[src/hdl/lscs_pkg.sv]
package lscs_pkg;

  localparam int unsigned NumSensors = 8;
  localparam int unsigned SampleBits = 10;
  localparam int unsigned MinBits    = SampleBits + 1;
  localparam int unsigned DutyBits   = 8;
  localparam int unsigned PeriodBits = 8;

  localparam logic [MinBits-1:0]    MinReset    = MinBits'(1) << SampleBits;
  localparam logic [PeriodBits-1:0] PeriodReset = PeriodBits'(200);
  localparam logic [DutyBits-1:0]   HeldReset   = DutyBits'(110);

  // pct / 100 == pct * 5243 >> 19, exact for every product below 43690
  localparam int unsigned DivShift = 19;
  localparam int unsigned KBits    = 18;
  localparam int unsigned ProdBits = PeriodBits + KBits;

  localparam logic [KBits-1:0] KPct5  = KBits'(5 * 5243);
  localparam logic [KBits-1:0] KPct10 = KBits'(10 * 5243);
  localparam logic [KBits-1:0] KPct15 = KBits'(15 * 5243);
  localparam logic [KBits-1:0] KPct20 = KBits'(20 * 5243);
  localparam logic [KBits-1:0] KPct35 = KBits'(35 * 5243);
  localparam logic [KBits-1:0] KPct40 = KBits'(40 * 5243);

  typedef enum logic [1:0] {
    FUNC_START  = 2'd0,
    FUNC_SAMPLE = 2'd1,
    FUNC_FINISH = 2'd2,
    FUNC_STEER  = 2'd3
  } func_e;

  typedef enum logic [3:0] {
    RULE_FAR_LEFT  = 4'd0,
    RULE_LEFT      = 4'd1,
    RULE_MID_LEFT  = 4'd2,
    RULE_CTR_LEFT  = 4'd3,
    RULE_FAR_RIGHT = 4'd4,
    RULE_RIGHT     = 4'd5,
    RULE_MID_RIGHT = 4'd6,
    RULE_CTR_RIGHT = 4'd7,
    RULE_CENTER    = 4'd8,
    RULE_NONE      = 4'd9
  } rule_e;

  typedef logic [NumSensors-1:0][SampleBits-1:0] samples_t;

  typedef struct packed {
    func_e                 func;
    logic [SampleBits-1:0] sensor_0;
    logic [SampleBits-1:0] sensor_1;
    logic [SampleBits-1:0] sensor_2;
    logic [SampleBits-1:0] sensor_3;
    logic [SampleBits-1:0] sensor_4;
    logic [SampleBits-1:0] sensor_5;
    logic [SampleBits-1:0] sensor_6;
    logic [SampleBits-1:0] sensor_7;
  } in_t;

  typedef struct packed {
    logic [DutyBits-1:0]   duty_left;
    logic [DutyBits-1:0]   duty_right;
    rule_e                 rule_hit;
    logic [NumSensors-1:0] above_bits;
  } out_t;

  typedef struct packed {
    logic  fire;
    func_e func;
  } step_t;

  function automatic logic [KBits-1:0] k_left(rule_e r);
    logic [KBits-1:0] k;
    unique case (r)
      RULE_FAR_LEFT:  k = KPct5;
      RULE_LEFT:      k = KPct10;
      RULE_MID_LEFT:  k = KPct15;
      RULE_CTR_LEFT:  k = KPct20;
      RULE_FAR_RIGHT: k = KPct35;
      default:        k = KPct40;
    endcase
    return k;
  endfunction

  function automatic logic [KBits-1:0] k_right(rule_e r);
    logic [KBits-1:0] k;
    unique case (r)
      RULE_FAR_LEFT:  k = KPct35;
      RULE_FAR_RIGHT: k = KPct5;
      RULE_RIGHT:     k = KPct10;
      RULE_MID_RIGHT: k = KPct15;
      RULE_CTR_RIGHT: k = KPct20;
      default:        k = KPct40;
    endcase
    return k;
  endfunction

endpackage

[src/hdl/lscs_cal.sv]
module lscs_cal import lscs_pkg::*; (
  input  logic                  clk_i,
  input  logic                  rst_ni,
  input  step_t                 step_i,
  input  samples_t              samples_i,
  output logic [NumSensors-1:0] above_o,
  output logic [NumSensors-1:0] gt_o,
  output logic [NumSensors-1:0] lt_o
);

  logic [NumSensors-1:0][MinBits-1:0]    min_q, min_d;
  logic [NumSensors-1:0][SampleBits-1:0] max_q, max_d;
  logic [NumSensors-1:0][SampleBits-1:0] thresh_q, thresh_d;
  logic [MinBits:0]                      sum;

  always_comb begin
    min_d    = min_q;
    max_d    = max_q;
    thresh_d = thresh_q;
    sum      = '0;
    for (int i = 0; i < NumSensors; i++) begin
      gt_o[i]    = samples_i[i] > thresh_q[i];
      lt_o[i]    = samples_i[i] < thresh_q[i];
      above_o[i] = gt_o[i];
    end
    if (step_i.fire) begin
      unique case (step_i.func)
        FUNC_START: begin
          for (int i = 0; i < NumSensors; i++) begin
            min_d[i] = MinReset;
            max_d[i] = '0;
          end
        end
        FUNC_SAMPLE: begin
          for (int i = 0; i < NumSensors; i++) begin
            if (samples_i[i] > max_q[i]) max_d[i] = samples_i[i];
            if (MinBits'(samples_i[i]) < min_q[i]) min_d[i] = MinBits'(samples_i[i]);
          end
        end
        FUNC_FINISH: begin
          for (int i = 0; i < NumSensors; i++) begin
            sum         = (MinBits + 1)'(min_q[i]) + (MinBits + 1)'(max_q[i]);
            thresh_d[i] = sum[SampleBits:1];
          end
        end
        FUNC_STEER: begin
        end
        default: begin
        end
      endcase
    end
  end

  always_ff @(posedge clk_i or negedge rst_ni) begin
    if (!rst_ni) begin
      min_q    <= {NumSensors{MinReset}};
      max_q    <= '0;
      thresh_q <= '0;
    end else begin
      min_q    <= min_d;
      max_q    <= max_d;
      thresh_q <= thresh_d;
    end
  end

  a_start_resets_min: assert property (@(posedge clk_i) disable iff (!rst_ni)
    step_i.fire && step_i.func == FUNC_START |=> min_q == {NumSensors{MinReset}} && max_q == '0)
    else $error("min/max not reset by start");

  a_thresh_only_on_finish: assert property (@(posedge clk_i) disable iff (!rst_ni)
    !(step_i.fire && step_i.func == FUNC_FINISH) |=> $stable(thresh_q))
    else $error("threshold changed outside finish");

  a_sample_tracks_max: assert property (@(posedge clk_i) disable iff (!rst_ni)
    step_i.fire && step_i.func == FUNC_SAMPLE |=> max_q[0] >= $past(samples_i[0]))
    else $error("max not tracking sample");

endmodule

[src/hdl/lscs_steer.sv]
module lscs_steer import lscs_pkg::*; (
  input  logic                  clk_i,
  input  logic                  rst_ni,
  input  step_t                 step_i,
  input  logic [PeriodBits-1:0] period_i,
  input  logic [NumSensors-1:0] gt_i,
  input  logic [NumSensors-1:0] lt_i,
  output rule_e                 rule_o,
  output logic [DutyBits-1:0]   left_o,
  output logic [DutyBits-1:0]   right_o
);

  logic [DutyBits-1:0] left_q, left_d, right_q, right_d;
  logic [ProdBits-1:0] prod_l, prod_r;

  always_comb begin
    rule_o = RULE_NONE;
    if (step_i.func == FUNC_STEER) begin
      priority if (gt_i[0])             rule_o = RULE_FAR_LEFT;
      else if (gt_i[1])                 rule_o = RULE_LEFT;
      else if (gt_i[2])                 rule_o = RULE_MID_LEFT;
      else if (gt_i[3] && lt_i[4])      rule_o = RULE_CTR_LEFT;
      else if (gt_i[7])                 rule_o = RULE_FAR_RIGHT;
      else if (gt_i[6])                 rule_o = RULE_RIGHT;
      else if (gt_i[5])                 rule_o = RULE_MID_RIGHT;
      else if (gt_i[4] && lt_i[3])      rule_o = RULE_CTR_RIGHT;
      else if (gt_i[3] && gt_i[4])      rule_o = RULE_CENTER;
      else                              rule_o = RULE_NONE;
    end
  end

  always_comb begin
    prod_l  = ProdBits'(period_i) * ProdBits'(k_left(rule_o));
    prod_r  = ProdBits'(period_i) * ProdBits'(k_right(rule_o));
    left_d  = left_q;
    right_d = right_q;
    if (step_i.fire && rule_o != RULE_NONE) begin
      left_d  = DutyBits'(prod_l >> DivShift);
      right_d = DutyBits'(prod_r >> DivShift);
    end
  end

  assign left_o  = left_d;
  assign right_o = right_d;

  always_ff @(posedge clk_i or negedge rst_ni) begin
    if (!rst_ni) begin
      left_q  <= HeldReset;
      right_q <= HeldReset;
    end else begin
      left_q  <= left_d;
      right_q <= right_d;
    end
  end

  a_no_rule_off_steer: assert property (@(posedge clk_i) disable iff (!rst_ni)
    step_i.func != FUNC_STEER |-> rule_o == RULE_NONE)
    else $error("rule hit on non-steer beat");

  a_hold_duty: assert property (@(posedge clk_i) disable iff (!rst_ni)
    !step_i.fire || rule_o == RULE_NONE |=> $stable(left_q) && $stable(right_q))
    else $error("held duty changed without rule match");

  a_center_equal: assert property (@(posedge clk_i) disable iff (!rst_ni)
    step_i.fire && rule_o == RULE_CENTER |=> left_q == right_q)
    else $error("center rule duties differ");

endmodule

[src/hdl/line_sensor_calibrate_and_steer.sv]
// Line sensor calibration and steering.
// Input channel (in_valid_i/in_ready_o/in_data_i): one beat carries a function
// code and eight 10-bit samples. Start clears the per-channel min/max, sample
// tracks them, finish sets each threshold to (min+max)/2, steer picks a duty
// pair from a nine-rule priority chain and scales it by the PWM period.
// Output channel (out_valid_o/out_ready_i/out_data_o): exactly one beat per
// input beat, in order: held duties, matched rule (9 for none) and the bits of
// samples above their thresholds as they stood before the beat.
// Config channel (cfg_valid_i/cfg_ready_o/cfg_data_i): writes the PWM period,
// always ready; write it only while no beat is in flight.
// Path: input accept, then the input register, then the result register, to
// output valid. Throughput: one beat per cycle while out_ready_i is high, set
// by the single compare/priority/multiply stage between the two registers.
// Stall: the result register holds while out_ready_i is low; one more beat
// sits in the input register, then in_ready_o drops.
// Reset: min 1024, max and thresholds 0, held duties 110, period 200, both
// pipeline registers empty.
module line_sensor_calibrate_and_steer import lscs_pkg::*; (
  input  logic                  clk_i,
  input  logic                  rst_ni,
  input  logic                  in_valid_i,
  output logic                  in_ready_o,
  input  in_t                   in_data_i,
  output logic                  out_valid_o,
  input  logic                  out_ready_i,
  output out_t                  out_data_o,
  input  logic                  cfg_valid_i,
  output logic                  cfg_ready_o,
  input  logic [PeriodBits-1:0] cfg_data_i
);

  logic                  in_valid_q, out_valid_q, advance;
  in_t                   in_q;
  out_t                  out_q;
  logic [PeriodBits-1:0] period_q;
  samples_t              samples;
  step_t                 step;
  logic [NumSensors-1:0] above, gt, lt;
  rule_e                 rule;
  logic [DutyBits-1:0]   duty_l, duty_r;

  assign cfg_ready_o = 1'b1;
  assign advance     = in_valid_q && (!out_valid_q || out_ready_i);
  assign in_ready_o  = !in_valid_q || advance;

  assign samples = {in_q.sensor_7, in_q.sensor_6, in_q.sensor_5, in_q.sensor_4,
                    in_q.sensor_3, in_q.sensor_2, in_q.sensor_1, in_q.sensor_0};
  assign step.fire = advance;
  assign step.func = in_q.func;

  lscs_cal u_cal (
    .clk_i,
    .rst_ni,
    .step_i    (step),
    .samples_i (samples),
    .above_o   (above),
    .gt_o      (gt),
    .lt_o      (lt)
  );

  lscs_steer u_steer (
    .clk_i,
    .rst_ni,
    .step_i   (step),
    .period_i (period_q),
    .gt_i     (gt),
    .lt_i     (lt),
    .rule_o   (rule),
    .left_o   (duty_l),
    .right_o  (duty_r)
  );

  always_ff @(posedge clk_i or negedge rst_ni) begin
    if (!rst_ni) begin
      in_valid_q  <= 1'b0;
      out_valid_q <= 1'b0;
      period_q    <= PeriodReset;
    end else begin
      if (in_ready_o) in_valid_q <= in_valid_i;
      if (advance) out_valid_q <= 1'b1;
      else if (out_ready_i) out_valid_q <= 1'b0;
      if (cfg_valid_i && cfg_ready_o) period_q <= cfg_data_i;
    end
  end

  always_ff @(posedge clk_i) begin
    if (in_valid_i && in_ready_o) in_q <= in_data_i;
    if (advance) begin
      out_q.duty_left  <= duty_l;
      out_q.duty_right <= duty_r;
      out_q.rule_hit   <= rule;
      out_q.above_bits <= above;
    end
  end

  assign out_valid_o = out_valid_q;
  assign out_data_o  = out_q;

endmodule
[config.mk]
export PLATFORM = sky130hd
export DESIGN_NAME = line_sensor_calibrate_and_steer
export DESIGN_NICKNAME = d
export VERILOG_FILES = /design/src/hdl/lscs_pkg.sv /design/src/hdl/lscs_cal.sv /design/src/hdl/lscs_steer.sv /design/src/hdl/line_sensor_calibrate_and_steer.sv
export SDC_FILE = /design/constraint.sdc
export NUM_CORES = 1
export LEC_CHECK = 0
export ABC_AREA = 1
export BUFFER_PORTS_ARGS = -buffer_cell sky130_fd_sc_hd__buf_4
export CORE_MARGIN = 1.5
export CORE_UTILIZATION = 60
export DETAILED_ROUTE_END_ITERATION = 7
export PLACE_DENSITY = 0.78
export SLEW_MARGIN = 10
export SYNTH_ARGS = -nofsm -noshare
export SYNTH_HDL_FRONTEND = slang
export SYNTH_HIERARCHICAL = 1
export SYNTH_SLANG_ARGS = --single-unit
export TNS_END_PERCENT = 10
[constraint.sdc]
create_clock -name clk_i -period 17.4 [get_ports clk_i]
set_input_delay 1.74 -clock clk_i [delete_from_list [all_inputs] [get_ports clk_i]]
set_output_delay 1.74 -clock clk_i [all_outputs]
set_load 0.03 [all_outputs]
==> impl_metrics.tcl, run 1 <==
set metrics [dict create \
    syn_area_mm2 0.03259 \
    power_density_mw_per_mm2 130.6 \
    area_growth_syn_to_layout_pct 9.259 \
    hold_viol 0 \
    slowest_stage "fa_1" \
    diodes 0 \
    io_buffers 124 \
    antenna_found_initial 0 \
    cpMostUsedCell "inv_1" \
    viasPerCell 5.387 \
    skew_ns 0.01439 \
    p_leak_nw 19.57 \
    final_antenna_net_count 0 \
    syn_area_per_cell_um2 7.581 \
    syn-instance-count 4299 \
    synthesis.nets 4948 \
    die-area_mm2 0.05573 \
    routed_wl_um 82590 \
    worstPathArrival_ns 7.90 \
    cts_buffers 45 \
    crit_type "reg -> reg" \
    outcome "finished, final reports clean" \
    core_mm2 0.05371 \
    rsz0062_at_grt "no" \
    std_cell_rows 85 \
    htree_levels 2 \
    cap_violations 0 \
    grt_pass1_wl_um 135900 \
    first_pass_iters 6 \
    dp_hpwl_um 61380 \
    die_width_um 236.1 \
    dp_slack_ns 9.920 \
    setup_viol 0 \
    start_util_pct 60.68 \
    tightest_slew_ns 0.9505 \
    final_max_slew_viol_count 0 \
    setup_slack_ns 9.827 \
    hold_buffers 0 \
    die_y_um 236.1 \
    drive_gt1_share_pct 6.442 \
    period_share_pct 43.52 \
    finalCriticalPeriod_ns 7.573 \
    min_path_type "reg -> reg" \
    worst_setup_path_start_kind "register" \
    clock_latency_ns 0.59 \
    wire_per_inst_um 16.13 \
    regToRegSetupSlack_ns 9.83 \
    vias 27580 \
    yosys_warnings 6 \
    cts_tree "yes" \
    layout.nets 5037 \
    cts_sinks 384 \
    stdcell_count 5120 \
    root_buffer "clkbuf_16" \
    drt-initial-drc-count 2055 \
    track_usage_pct 30.19 \
    dp_cells 5037 \
    grt.overflow.total 0 \
    maxSlewHeadroom_pct 36.63 \
    total_power_mw 4.650 \
    max_freq_mhz 132.0 \
    drc 0 \
    post-route-util_pct 66.30 \
    post_cts_buffers 0 \
    end_kind "register" \
    grt_max_degree 84 \
    clock_path_buffers 3 \
    cts_resized 0 \
    crit_fanout 22 \
    slowest_delay_ns 0.51 \
    fin_tns_setup_ns 0 \
    io_pins 126 \
    grt_pass1_vias 27440 \
    gp_congestion 0.9439 \
    crit_required_ns 17.72 \
    peakVddDrop_uv 88.10 \
    clk_pin_slew_worst_paths_ns 0.06 \
]
## critical path, delay by kind of cell (launching register included)
kind / cells / cell delay, ns
DFF: 1 / 0.45
AOI/OAI and AO/OA: 7 / 1.35
buffers and inverters: 6 / 0.96
and+or+nand+nor: 13 / 1.96
adders and majority gates: 6 / 2.56
## sequential cells by signal, summed over array words and instances (netlist names)
name	count
u_steer/right_q	8
u_cal/min_q	88
u_steer/left_q	8
in_valid_q	1
out_data_o	28
in_q	82
period_q	8
u_cal/max_q	80
u_cal/thresh_q	80
out_valid_o	1
## worst paths after layout
kind,startpoint,endpoint,cells after the start
min in group asynchronous,rst_ni,u_cal/max_q[56],1
max in group asynchronous,rst_ni,u_cal/min_q[13],3
worst min register to register,u_steer/right_q[4],u_steer/right_q[4],2
worst max register to register,in_q[29],out_data_o[18],32
worst min-delay path,u_steer/right_q[4],u_steer/right_q[4],2
worst max-delay path,in_q[29],out_data_o[18],32
## cell usage in the layout (no fill, tap or decap), types with 12 or more instances in the layout
| cell | n |
|---|---|
| nor3_1 | 22 |
| o21ai_1 | 16 |
| fa_1 | 162 |
| nand2_2 | 21 |
| clkbuf_16 | 48 |
| dfstp_2 | 21 |
| a21oi_1 | 155 |
| nor2_1 | 380 |
| nand2_1 | 1216 |
| nand3_1 | 352 |
| ha_1 | 392 |
| dfrtp_1 | 253 |
| o21bai_1 | 16 |
| xor2_1 | 12 |
| xnor2_1 | 18 |
| buf_4 | 137 |
| nand4_1 | 28 |
| o21ai_0 | 91 |
| inv_1 | 834 |
| nand3b_1 | 20 |
| edfxtp_1 | 110 |
| a21o_1 | 16 |
## cell type report
cell class	count	area [µm²]
Clock buffer	56	1271
Clock inverter	27	337.8
Fill cell	4623	18100
Inverter	847	3184
Multi-Input combinational cell	2972	18720
Sequential cell	384	10190
Tap cell	696	870.8
Timing Repair Buffer	138	1044
## routing by layer
metal	vias to the layer above	global-route usage (%)	routed length (µm)
met3	192	3.815	4947
met5	-	0	0
met1	12960	39.58	35500
li1	13570	-	-
met2	860	51.14	39240
met4	0	11.53	2901
## through the flow
| stage | hold slack, ns | area, µm² |
|---|---|---|
| after floorplan | 0.4406 | 32590 |
| after global placement | 0.4560 | 34000 |
| after detailed placement | 0.4616 | 34000 |
| after CTS | 0.4789 | 35610 |
| after global routing | 0.4994 | 35610 |
| final | 0.4759 | 35610 |
## power breakdown
part           switching [mW]  internal, mW
clock network           0.410         0.614
logic                    1.51         0.868
registers               0.127          1.12
Power figures use the tool's default switching activity.
==> run 2: changes to the inputs <==
==> constraint.sdc (replaced) <==
create_clock -name clk_i -period 7.1 [get_ports clk_i]
set_input_delay 0.71 -clock clk_i [delete_from_list [all_inputs] [get_ports clk_i]]
set_output_delay 0.71 -clock clk_i [all_outputs]
set_load 0.03 [all_outputs]
==> run 2 against run 1 <==
Against the previous run: worst hold slack lost 0.27 ns; die area stayed put; clock-buffer cell count grew 6; final cell count increased by 1.0%; largest power group unchanged; largest cell class unchanged; highest routed layer unchanged; register-to-register slack got worse by 9.5 ns; sequential share of layout area fell by 0.49 points; first-iteration DRC count increased by 11%; via count rose by 0.91%; total power grew to 2.5 times the previous value; clock power is 140% higher; sequential power rose by 140%; clock skew up 0.015 ns.
==> impl_metrics.tcl, run 2 (synthesized netlist as in run 1, its figures left out) <==
set metrics [dict create \
    outcome "finished, final reports clean" \
    dp_slack_ns 0.1030 \
    max_freq_mhz 148.4 \
    drive_gt1_share_pct 8.648 \
    power_density_mw_per_mm2 324.0 \
    min_path_type "in -> async" \
    final_antenna_net_count 0 \
    core_mm2 0.05371 \
    skew_ns 0.02978 \
    io_pins 126 \
    maxSlewHeadroom_pct 20.50 \
    viasPerCell 5.380 \
    dp_hpwl_um 61180 \
    regMostFlops "u_cal/min_q" \
    crit_buf_inv 7 \
    pwr-share-clk_pct 21.0 \
    track_usage_pct 30.36 \
    grt_pass1_vias 27390 \
    start_util_pct 60.68 \
    slowest_delay_ns 0.56 \
    tightest_slew_ns 1.193 \
    area_growth_syn_to_layout_pct 11.17 \
    crit_required_ns 7.44 \
    drc 0 \
    cts_tree "yes" \
    worstRegToRegCells 38 \
    p_int_mw 6.550 \
    std_cell_rows 85 \
    finalCriticalPeriod_ns 6.737 \
    peakVddDrop_uv 291.9 \
    htree_levels 2 \
    p_leak_nw 19.82 \
    slowest_stage "fa_1" \
    largest_register_ffs 88 \
    vias 27830 \
    whs_ns 0.2036 \
    cts_buffers 45 \
    grt.overflow.total 0 \
    root_buffer "clkbuf_16" \
    setup_slack_ns 0.3628 \
    nFillCells 4509 \
    clock_latency_ns 0.61 \
    r2r_start "in_q[27]" \
    timing.rr.end "out_data_o[22]" \
    worst_setup_path_start_kind "register" \
    die_y_um 236.1 \
    switching_share_pct 44.21 \
    regToRegSetupSlack_ns 0.36 \
    antenna_found_initial 2 \
    grt_pass1_wl_um 136400 \
    wire_per_inst_um 16.11 \
    hold_viol 0 \
    final_max_slew_viol_count 0 \
    setup_viol 0 \
    rsz0062_at_grt "yes" \
    grt_max_degree 111 \
    hold_buffers 0 \
    cp_top_family "adder cells" \
    crit_fanout 9 \
    clock_path_buffers 3 \
    cts_sinks 384 \
    end_kind "register" \
    layout.nets 5088 \
    gp_congestion 0.9670 \
    die-area_mm2 0.05573 \
    final_cell_mix "nand2_1, inv_1, ha_1" \
    cpMostUsedCell "nand2_1" \
    final_common_cell "nand2_1" \
    routed_wl_um 83350 \
    first_pass_iters 6 \
    clk_pin_slew_worst_paths_ns 0.06 \
    reg_top3 "u_cal/min_q (88), in_q (82)" \
    die_width_um 236.1 \
    cap_violations 0 \
    p_comb_share_pct 53.0 \
    crit_type "reg -> reg" \
    net-switching-power_mw 5.190 \
    cp_num_cells 38 \
    period_share_pct 94.89 \
    p_seq_share_pct 26.0 \
    worstPathArrival_ns 7.07 \
    drt-initial-drc-count 2284 \
    io_buffers 124 \
]
==> run 2: changes by cell type in the layout (fill, tap and decap cells not counted), moves of 5 or more <==
cell / before / now
a21oi_1: 155 / 147
a21oi_2: 0 / 8
buf_4: 137 / 187
clkbuf_1: 4 / 9
ha_1: 392 / 387
ha_4: 0 / 5
inv_1: 834 / 829
nand2_1: 1216 / 1206
nand2_2: 21 / 28
nor2_1: 380 / 365
nor2_2: 4 / 17
o21ai_0: 91 / 86
==> run 2: repair_timing <==
action,in CTS,in global routing
buffers inserted,0,31
resized for setup,0,65
hold endpoints to repair,0,0
endpoints found under the setup margin,0,27
==> run 2: worst max-delay path by stage <==
stage | from | endpoint | slack, ns
2_1_floorplan | in_q[47] | out_data_o[22] | 0.83
3_3_place_gp | in_q[27] | out_data_o[15] | 0.22
3_5_place_dp | in_q[27] | out_data_o[18] | 0.10
4_1_cts | in_q[27] | out_data_o[18] | 0.07
5_1_grt | in_q[28] | out_data_o[18] | -0.08
6_report | in_q[27] | out_data_o[22] | 0.36
==> run 2: metal layers <==
metal,global-route usage (%),wire length (µm),vias to the layer above
met5,0,0,-
met4,12.20,3005,0
met3,3.827,5068,172
met2,51.13,39600,950
met1,39.81,35680,13020
li1,-,-,13690
==> run 2: layout make-up <==
cell class                      instances  area (µm²)  share of cell area [%]
Multi-Input combinational cell       2972       18960                   52.33
Timing Repair Buffer                  189        1439                   3.971
Inverter                              847        3192                   8.809
Clock inverter                         21       262.8                  0.7252
Clock buffer                           62        1315                   3.629
Tap cell                              696       870.8                   2.403
Antenna cell                            2       5.005                 0.01381
Sequential cell                       384       10190                   28.11
==> run 2: power by group through the flow <==
stage	combinational, mW	clock (mW)	sequential [mW]
5_1_grt	7.11	2.60	3.10
3_5_place_dp	5.76	0	3.08
2_1_floorplan	4.26	0	3.06
6_report	6.22	2.47	3.05
4_1_cts	5.81	2.52	3.05
3_3_place_gp	5.64	0	3.08
==> run 2: through the flow <==
| stage | std cells | total power [mW] | setup TNS (ns) | utilization (%) | area (µm²) |
|---|---|---|---|---|---|
| floorplan | 4299 | 7.327 | 0 | - | 32590 |
| global placement | 5057 | 8.719 | 0 | 63.61 | 34160 |
| detailed placement | 5057 | 8.845 | 0 | 63.61 | 34160 |
| CTS | 5140 | 11.38 | 0 | 66.55 | 35740 |
| global route | 5173 | 12.82 | -0.2772 | 67.46 | 36230 |
| finish | 5173 | 11.74 | 0 | 67.46 | 36230 |
